==> config.mk <==
export PLATFORM = sky130hd
export DESIGN_NAME = hid_report_field_extractor
export DESIGN_NICKNAME = d
export VERILOG_FILES = /design/src/rtl/core/hrfe_pkg.sv /design/src/rtl/core/hid_report_field_extractor.sv
export SDC_FILE = /design/constraint.sdc
export NUM_CORES = 1
export LEC_CHECK = 0
export ABC_AREA = 1
export BUFFER_PORTS_ARGS = -buffer_cell sky130_fd_sc_hd__buf_4
export CAP_MARGIN = 15
export CELL_PAD_IN_SITES_DETAIL_PLACEMENT = 0
export CELL_PAD_IN_SITES_GLOBAL_PLACEMENT = 2
export CORE_MARGIN = 5
export CORE_UTILIZATION = 38
export CTS_CLUSTER_SIZE = 24
export DETAILED_ROUTE_END_ITERATION = 10
export PLACE_DENSITY = 0.87
export REMOVE_ABC_BUFFERS = 1
export SLEW_MARGIN = 10
export SYNTH_ARGS = -nofsm -noshare
export SYNTH_HDL_FRONTEND = slang
export SYNTH_SLANG_ARGS = --single-unit
==> constraint.sdc <==
create_clock -name clk -period 10.5 [get_ports clk]
set_input_delay 0 -clock clk [delete_from_list [all_inputs] [get_ports clk]]
set_output_delay 0 -clock clk [all_outputs]
set_load 0.01 [all_outputs]
==> src/rtl/core/hrfe_pkg.sv <==
`timescale 1ns / 1ps

package hrfe_pkg;

    localparam int MAX_REPORT_BYTES_DEF = 64;
    localparam int FIELD_MAX_BITS_DEF   = 32;

    localparam int FIELD_W     = 32;
    localparam int CFG_INDEX_W = 3;
    localparam int CFG_DATA_W  = 10;

    // Configuration register indexes.
    localparam logic [CFG_INDEX_W-1:0] REG_MATCH_ID      = 3'd0;
    localparam logic [CFG_INDEX_W-1:0] REG_START_BIT     = 3'd1;
    localparam logic [CFG_INDEX_W-1:0] REG_FIELD_WIDTH   = 3'd2;
    localparam logic [CFG_INDEX_W-1:0] REG_SIGN_EXTEND   = 3'd3;
    localparam logic [CFG_INDEX_W-1:0] REG_RELATIVE_MODE = 3'd4;
    localparam logic [CFG_INDEX_W-1:0] REG_REQUIRED_BITS = 3'd5;

    typedef struct packed {
        logic               handled;
        logic               size_error;
        logic               value_changed;
        logic               event_res;
        logic [FIELD_W-1:0] field_value;
        logic [FIELD_W-1:0] generation;
        logic [FIELD_W-1:0] change_time;
    } result_t;

endpackage

==> src/rtl/core/hid_report_field_extractor.sv <==
`timescale 1ns / 1ps
// A report's result goes into the output register, or into the skid stage while one waits.
// Throughput: one report byte per cycle; a result register plus a one-entry skid stage
// keep bytes flowing while a result waits, so byte_stall rises only when both are full.
// Reset (rst_n low, asynchronous) clears the byte counter, the field accumulator, the stored
// value, the generation counter, the event timestamp and all handshake state, and returns the
// configuration registers to their defaults (field width 1, all others zero).
module hid_report_field_extractor
    import hrfe_pkg::*;
#(
    parameter int MAX_REPORT_BYTES = MAX_REPORT_BYTES_DEF,
    parameter int FIELD_MAX_BITS   = FIELD_MAX_BITS_DEF
)
(
    input  logic                   clk,
    input  logic                   rst_n,

    input  logic                   byte_valid,
    output logic                   byte_stall,
    input  logic [7:0]             report_tag,
    input  logic [7:0]             data_byte,
    input  logic                   last_byte,
    input  logic [FIELD_W-1:0]     time_stamp,

    input  logic                   cfg_valid,
    output logic                   cfg_ready,
    input  logic [CFG_INDEX_W-1:0] cfg_index,
    input  logic [CFG_DATA_W-1:0]  cfg_data,

    output logic                   result_valid,
    input  logic                   result_stall,
    output logic                   handled,
    output logic                   size_error,
    output logic                   value_changed,
    output logic                   event_res,
    output logic [FIELD_W-1:0]     field_value,
    output logic [FIELD_W-1:0]     generation,
    output logic [FIELD_W-1:0]     change_time
);

    localparam int CNT_W = $clog2(MAX_REPORT_BYTES + 1);
    localparam int LEN_W = (CNT_W + 3 > CFG_DATA_W) ? CNT_W + 3 : CFG_DATA_W;
    localparam int REL_W = LEN_W + 2;

    // Configuration registers.
    logic [7:0]            match_id_reg;
    logic [8:0]            start_bit_reg;
    logic [5:0]            width_cfg_reg;
    logic                  sign_ext_reg;
    logic                  relative_reg;
    logic [CFG_DATA_W-1:0] required_bits_reg;

    // Report state.
    logic [CNT_W-1:0]   byte_count_reg,   byte_count_next;
    logic [FIELD_W-1:0] field_accum_reg,  field_accum_next;
    logic [FIELD_W-1:0] stored_value_reg, stored_value_next;
    logic [FIELD_W-1:0] event_time_reg,   event_time_next;
    logic [FIELD_W-1:0] update_count_reg, update_count_next;

    // Output register and skid stage.
    logic    out_valid_reg,  out_valid_next;
    logic    skid_valid_reg, skid_valid_next;
    result_t out_reg,        out_next;
    result_t skid_reg,       skid_next;

    logic               byte_acc;
    logic               out_pop;
    logic               room;
    logic [5:0]         eff_w;
    logic [FIELD_W-1:0] gathered;
    logic [FIELD_W-1:0] accum_new;
    logic [FIELD_W-1:0] ext_mask;
    logic [FIELD_W-1:0] value_new;
    logic [CNT_W-1:0]   count_new;
    logic [LEN_W-1:0]   len_bits;
    logic signed [REL_W-1:0] rel;
    logic               sign_bit;
    logic               is_short;
    logic               tag_match;
    logic               take;
    logic               changed;
    logic               raise_event;
    result_t            res;

    assign cfg_ready  = 1'b1;
    assign byte_stall = skid_valid_reg;
    assign byte_acc   = byte_valid && !byte_stall;
    assign out_pop    = out_valid_reg && !result_stall;

    assign eff_w = (width_cfg_reg > 6'(FIELD_MAX_BITS)) ? 6'(FIELD_MAX_BITS) : width_cfg_reg;
    assign room  = byte_count_reg < CNT_W'(MAX_REPORT_BYTES);

    // Offset of this byte's bit 0 relative to the field's first bit.
    assign rel = $signed(REL_W'({byte_count_reg, 3'b000})) - $signed(REL_W'(start_bit_reg));

    always_comb
    begin
        logic signed [REL_W-1:0] src;
        for (int j = 0; j < FIELD_W; j++)
        begin
            src = $signed(REL_W'(j)) - rel;
            gathered[j] = room && (src >= 0) && (src < 8) && (6'(j) < eff_w)
                          && data_byte[src[2:0]];
            ext_mask[j] = (6'(j) >= eff_w);
        end
    end

    assign accum_new = field_accum_reg | gathered;
    assign count_new = byte_count_reg + CNT_W'(room);
    assign len_bits  = LEN_W'({count_new, 3'b000});
    assign sign_bit  = accum_new[5'(eff_w - 6'd1)];
    assign value_new = (sign_ext_reg && eff_w != 6'd0 && eff_w < 6'd32 && sign_bit)
                     ? (accum_new | ext_mask) : accum_new;

    assign tag_match   = report_tag == match_id_reg;
    assign is_short    = required_bits_reg != '0 && len_bits < LEN_W'(required_bits_reg);
    assign take        = tag_match && !is_short;
    assign changed     = take && eff_w != 6'd0 && value_new != stored_value_reg;
    assign raise_event = take && (changed || relative_reg);

    always_comb
    begin
        stored_value_next = changed ? value_new : stored_value_reg;
        event_time_next   = raise_event ? time_stamp : event_time_reg;
        update_count_next = take ? update_count_reg + 32'd2 : update_count_reg;
        byte_count_next   = last_byte ? '0 : count_new;
        field_accum_next  = last_byte ? '0 : accum_new;

        res.handled       = take;
        res.size_error    = tag_match && is_short;
        res.value_changed = changed;
        res.event_res     = raise_event;
        res.field_value   = stored_value_next;
        res.generation    = update_count_next;
        res.change_time   = event_time_next;
    end

    always_comb
    begin
        out_valid_next  = out_valid_reg;
        skid_valid_next = skid_valid_reg;
        out_next        = out_reg;
        skid_next       = skid_reg;
        if (skid_valid_reg)
        begin
            if (out_pop || !out_valid_reg)
            begin
                out_next        = skid_reg;
                out_valid_next  = 1'b1;
                skid_valid_next = 1'b0;
            end
        end
        else if (byte_acc && last_byte)
        begin
            if (!out_valid_reg || out_pop)
            begin
                out_next       = res;
                out_valid_next = 1'b1;
            end
            else
            begin
                skid_next       = res;
                skid_valid_next = 1'b1;
            end
        end
        else if (out_pop)
        begin
            out_valid_next = 1'b0;
        end
    end

    always_ff @(posedge clk or negedge rst_n)
    begin
        if (!rst_n)
        begin
            match_id_reg      <= '0;
            start_bit_reg     <= '0;
            width_cfg_reg     <= 6'd1;
            sign_ext_reg      <= 1'b0;
            relative_reg      <= 1'b0;
            required_bits_reg <= '0;
        end
        else if (cfg_valid && cfg_ready)
        begin
            case (cfg_index)
                REG_MATCH_ID:      match_id_reg      <= cfg_data[7:0];
                REG_START_BIT:     start_bit_reg     <= cfg_data[8:0];
                REG_FIELD_WIDTH:   width_cfg_reg     <= cfg_data[5:0];
                REG_SIGN_EXTEND:   sign_ext_reg      <= cfg_data[0];
                REG_RELATIVE_MODE: relative_reg      <= cfg_data[0];
                REG_REQUIRED_BITS: required_bits_reg <= cfg_data;
                default:           ;
            endcase
        end
    end

    always_ff @(posedge clk or negedge rst_n)
    begin
        if (!rst_n)
        begin
            byte_count_reg   <= '0;
            field_accum_reg  <= '0;
            stored_value_reg <= '0;
            event_time_reg   <= '0;
            update_count_reg <= '0;
        end
        else if (byte_acc)
        begin
            byte_count_reg  <= byte_count_next;
            field_accum_reg <= field_accum_next;
            if (last_byte)
            begin
                stored_value_reg <= stored_value_next;
                event_time_reg   <= event_time_next;
                update_count_reg <= update_count_next;
            end
        end
    end

    always_ff @(posedge clk or negedge rst_n)
    begin
        if (!rst_n)
        begin
            out_valid_reg  <= 1'b0;
            skid_valid_reg <= 1'b0;
        end
        else
        begin
            out_valid_reg  <= out_valid_next;
            skid_valid_reg <= skid_valid_next;
        end
    end

    always_ff @(posedge clk)
    begin
        out_reg  <= out_next;
        skid_reg <= skid_next;
    end

    assign result_valid  = out_valid_reg;
    assign handled       = out_reg.handled;
    assign size_error    = out_reg.size_error;
    assign value_changed = out_reg.value_changed;
    assign event_res     = out_reg.event_res;
    assign field_value   = out_reg.field_value;
    assign generation    = out_reg.generation;
    assign change_time   = out_reg.change_time;

    // The skid stage only fills behind a waiting result.
    a_skid_behind_out: assert property (@(posedge clk) disable iff (!rst_n)
        skid_valid_reg |-> out_valid_reg)
        else $error("skid stage holds a result while the output register is empty");

    // A last byte always leaves a result in the output register.
    a_last_gives_result: assert property (@(posedge clk) disable iff (!rst_n)
        byte_acc && last_byte |=> out_valid_reg)
        else $error("last byte accepted without a result");

    a_count_bound: assert property (@(posedge clk) disable iff (!rst_n)
        byte_count_reg <= CNT_W'(MAX_REPORT_BYTES))
        else $error("byte counter ran past the report limit");

    a_flags_consistent: assert property (@(posedge clk) disable iff (!rst_n)
        out_valid_reg && (out_reg.event_res || out_reg.value_changed)
            |-> out_reg.handled && !out_reg.size_error)
        else $error("event or change flagged on a report that was not handled");

endmodule

Word-level counts from Yosys, hierarchy flattened
Cells that the tools add are included.

Output and inout bits: 103. Register bits: 372. Input port bits: 67. Logic and storage cells: 483.

Add/subtract/negate cells: 36. Magnitude comparators: 165. Multiplexer cells: 84. Eq/ne operators: 7. Reduce and logical (&&, ||, !) cells: 160. Bitwise operators: 4.

Operators by type and width (count): 100-bit 2-to-1 mux (4); 12-bit by 1-bit greater-or-equal comparator with 1-bit output (second input constant) (32); 12-bit by 5-bit less-than comparator with 1-bit output (second input constant) (32); 6-bit by 11-bit subtractor with 12-bit output (first input constant) (16); 32-bit 2-to-1 mux (5); 1-bit logical AND (140); 3-bit by 4-bit less-than comparator with 1-bit output (second input constant) (32); 1-bit binary-select mux with 3-bit select (32); 5-bit by 6-bit greater-or-equal comparator with 1-bit output (first input constant) (16); 5-bit by 6-bit less-than comparator with 1-bit output (first input constant) (16); 5-bit by 11-bit subtractor with 12-bit output (first input constant) (8); 32-bit OR (2); 4-bit by 6-bit greater-or-equal comparator with 1-bit output (first input constant) (8); 4-bit by 6-bit less-than comparator with 1-bit output (first input constant) (8); 4-bit by 11-bit subtractor with 12-bit output (first input constant) (4); 1-bit 2-to-1 mux (40); 32-bit by 2-bit adder with 32-bit output (second input constant) (1); 32-bit != test (1); 3-bit by 6-bit greater-or-equal comparator with 1-bit output (first input constant) (4); 3-bit by 6-bit less-than comparator with 1-bit output (first input constant) (4); 3-bit by 11-bit subtractor with 12-bit output (first input constant) (2); 2-bit AND reduction (8); 1-bit by 6-bit greater-or-equal comparator with 1-bit output (first input constant) (2); 2-bit by 6-bit greater-or-equal comparator with 1-bit output (first input constant) (2); 28 further kinds (37).

Logic depth before layout (Yosys ltp)
Word-level depth: 20. Gate-level depth with buffers: 49. Mapped depth without buffers: 44.

Least setup slack after synthesis
OpenSTA, ideal clock, no wires.

Path type: register -> register. Start: register skid_valid_reg (netlist: byte_stall). End: register out_reg, in the netlist change_time[0] (enable). Arrival: 6.074 ns. Data required time: 9.911 ns. Setup slack: 3.836 ns. Period minus slack after synthesis: 6.664 ns. Cell stages (with the launch flop): 8. Buffers on the path: 2. Setup time: 0.589 ns. Cell sequence: dfrtp_1 clkbuf_1 clkinv_1 nand2_1 nor2_1 clkbuf_1 nor2_1 a21oi_1.

Cells in the longest elaborated chain, start to end: 5.

Ends and longest elaborated chain: from (decl) (RTL line hid_report_field_extractor.sv:62) `logic skid_valid_reg, skid_valid_next;`; from (signal assigned) (RTL line hid_report_field_extractor.sv:230) `skid_valid_reg <= skid_valid_next;`; 1-bit zero test (RTL line hid_report_field_extractor.sv:87) `assign byte_acc = byte_valid && !byte_stall;`; 1-bit logical AND (RTL line hid_report_field_extractor.sv:87); 1-bit logical AND (RTL line hid_report_field_extractor.sv:153) `else if (byte_acc && last_byte)`; 2-bit nonzero test (no line) *; 2-bit AND reduction (no line) *; to (signal assigned) (RTL line hid_report_field_extractor.sv:236) `out_reg <= out_next;`; to (decl) (RTL line hid_report_field_extractor.sv:63) `result_t out_reg, out_next;`.

Mark *: on every way between the ends. The rest lies on a longest branch, timed or not. A chain may end at the register's enable or synchronous reset.

==> summary.md <==
| Metric | Value |
|---|---|
| Worst Setup End Kind | register |
| Clock Sinks | roughly 370 |
| Total iterations of the first detailed-routing run | 6 |
| Clock Power Share | between 20% and 30% |
| CP arrival | 9.23 ns |
| Main combinational cell family by area after synthesis | simple AND/OR/NAND/NOR gates |
| Register area share after synthesis | 43.72% |
| Final nets | 3569 |
| Sequential power share | a little under 30% |
| CTS root buffer | clkbuf_16 |
| Largest net degree at the start of global routing | roughly 110 |
| Xor/xnor share of the synthesized area | 2.172% |
| Netlist cell types | 44 |
| Worst Max-Slew Pin Slew | 1.035 ns |
| DRT iter0 DRCs | 1855 |
| Antenna cells | 0 |
| Vias in the first global route | 21300 |
| Hold Path Depth | 5 |
| Simple-Gate Fraction of Synth Area | approximately 37% |
| Die X-Extent | 258.1 um |
| Final min period | 8.904 ns |
| GRT Overall Usage | between 20% and 30% |
| CP max-delay cell | buf_4 |
| Worst Hold Class | input port to register |
| Final Hold Vio Count | 0 |
| GRT overflow | 0 |
| Number of synthesis warnings | 0 |
| IO Count | 170 |
| Post-route DRC | 0 |
| Synth Area in Compound Gates | 6.312% |
| Most used cell, CP | nand2_1 |
| Clock Skew | 0.01770 ns |
| ANT nets after route | 0 |
| Final Max Tran Viols | 0 |
| Synth Flop Type | edfxtp_1 |
| Most frequent cells in the layout | 1284 x nand2_1, 374 x inv_1, 351 x nand3_1 |
| Setup_tns | 0 ns |
| Min-delay src | byte_valid |
| Ys async rst share | a little under half |
| Worst vdd ir | 0.1449 mV |
| Std-Cell Rows | 91 |
| R2r setup slk | 1.60 ns |
| WL/cell | 20.56 um |
| Clock latency on the worst-skew pair | 0.58 ns |
| Critical R2R Capture | field_value[18] |
| Max clock buf depth | 3 |
| PwrDens | roughly 220 mW/mm^2 |
| Post-CTS setup buffers | 0 |
| Post-Syn Area per Cell | 7.089 um^2 |
| Yosys reg bits | ~370 |
| Layout cell share with drive strength beyond 1 | 9.127% |
| Die area | 0.06662 mm^2 |
| H-Tree Depth | 2 |
| Synth top area cells | edfxtp_1 25%, nand2_1 21%, dfrtp_1 18% |
| PortBufs | 167 |
| Power Internal | 3260 uW |
| Post-place setup slack | between 1.5 and 2 ns |
| R2R Path Start | start_bit_reg[0] |
| DIE HEIGHT | 258.1 um |
| CTS tree | built |
| Crit Path Class | register to register |
| Core area | slightly above 0.06 mm^2 |
| DP HPWL | roughly 63 mm |
| Vias | 22229 |
| Post-Route Utilization | 44.42% |
| Commonest non-fill, non-tap cell in the layout | nand2_1 |
| Largest area contributor in the netlist | edfxtp_1 |
| Max incr delay on CP | 0.79 ns |
| Post-synth top area share | 25.42% |
| Reg2reg path depth | 41 |
| TritonCTS Buffers | 41 |
| Initial antenna violation count | 3 |
| Cells after Synth | 3300 |
| Total power | 5918 uW |
| Initial Util | about two fifths |
| Critical Path RT | 10.83 ns |
| Nature of the critical path startpoint | register |
| Reg clk slew, reported paths | 0.06 ns |
| Min Hold Slack | roughly 0.06 ns |
| Fmax | 0.1123 GHz |
| Post-synth EDFFs | 198 |
| Logic gate share of total power | 44.8% |
| Final setup violating endpoints | 0 |
| Via/cell ratio | 5.188 |
| Mux contribution to synthesized area | 0% |
| PnR worst setup slack | 1.596 ns |
| Post-Synth Adder-Cell Area | under 10% |
| Max Cap Violations | 0 |
| Switching part of the total | between 40% and 50% |
| Crit-path max FO | 84 |
| Leakage | 0.01326 uW |
| Gpl congestion | 0.9723 |
| Slew HR | 31.01% |
| Number of flip-flops in the largest register | 99 |
| Status | finished clean |
| Final worst path period share | 84.80% |
| Final wirelength | 88.12 mm |
| First-pass GRT wire length | about 130 mm |
| Net Sw Power | 2658 uW |
| P&R area growth vs syn | 16.54% |
| Worst Hold End | byte_count_reg[2] |
| RSZ-0062 raised after global routing | false |
| Post-Syn Area | 0.02339 mm^2 |
==> how the worst max path moves through the flow <==
| stage | from | end | slack (ns) | cells after the start |
|---|---|---|---|---|
| after global routing | start_bit_reg[0] | field_value[7] | 0.86 | 41 |
| after detailed placement | start_bit_reg[0] | field_value[22] | 1.57 | 41 |
| after floorplan | byte_stall | skid_reg[0] | -4.56 | 5 |
| after global placement | start_bit_reg[0] | field_value[22] | 1.73 | 41 |
| final | start_bit_reg[0] | field_value[18] | 1.60 | 41 |
| after CTS | start_bit_reg[0] | field_value[31] | 1.58 | 41 |
==> what timing repair did <==
item / 4_1_cts / 5_1_grt
hold buffers: 53 / 0
endpoints found under the hold margin: 241 / 0
resized for setup: 0 / 0
endpoints found under the setup margin: 0 / 0
==> metal layers <==
metal / routed length (um) / global-route usage, % / vias up / share of wire [%]
li1: - / - / 10855 / -
met1: 38500 / 34.65 / 10566 / 44
met2: 40890 / 41.38 / 639 / 46
met3: 4740 / 3.930 / 163 / 5.4
met4: 3953 / 10.43 / 6 / 4.5
met5: 34 / 0 / - / 0.039
==> cell families (layout without fill, tap and decap cells) <==
group / Yosys count / after routing
AND/OR/NAND/NOR: 2046 / 2046
adder cells (fa/ha/maj): 40 / 40
flip-flops: 369 / 369
other: 2 / 2
AO/OA/AOI/OAI: 266 / 266
XOR/XNOR: 58 / 58
buffers and inverters: 519 / 714
==> through the flow <==
step           instance area (um^2)  std cells
2_1_floorplan                 22730       3165
3_3_place_gp                  25260       4155
3_5_place_dp                  25270       4155
4_1_cts                       27230       4284
5_1_grt                       27260       4285
6_report                      27260       4285
==> area by class of cell <==
class / instances / area [um^2]
clock buffers: 54 / 1116
clock inverters: 22 / 322.8
fillers: 6288 / 34110
inverters: 384 / 1443
multi-input cells: 2412 / 11100
flip-flops and latches: 369 / 10230
well taps: 790 / 988.4
repair buffers: 254 / 2066
==> Yosys cell counts (3+ instances only) <==
library cell and number:
o21ai_2 11, o22ai_1 4, o211ai_1 4, buf_2 43, and2_1 37, a21boi_0 3, buf_6 8, nor2_2 4
clkbuf_1 65, ha_1 40, a211oi_1 23, a31oi_1 4, nand4_1 56, o21bai_1 3, inv_2 7, nor4_1 9
nand2_2 15, o21ai_0 132, nand3b_1 20, buf_1 7, a21oi_1 59, nand2_1 1286, buf_4 12, xnor2_1 8
o21ai_1 20, nor3_1 15, edfxtp_1 198, nor2_1 244, dfrtp_1 170, xor2_1 50, nand3_2 3, clkinv_1 3
nand3_1 351, inv_1 374
==> worst max-delay path: cells and delay by family (launching register included) <==
kind / cells / cell delay [ns]
AO/OA/AOI/OAI: 1 / 0.26
adder cells (fa/ha/maj): 2 / 1.16
buffers and inverters: 7 / 2.62
flip-flops: 1 / 0.69
AND/OR/NAND/NOR: 31 / 3.88
==> power groups by stage <==
stage	Sequential (uW)	Combinational, uW	Clock (uW)
final	1730	2650	1540
after global routing	1740	2910	1640
after CTS	1730	2620	1580
after detailed placement	1760	2590	0
after global placement	1750	2600	0
after floorplan	1750	1590	0
Power figures use the tool's default switching activity.
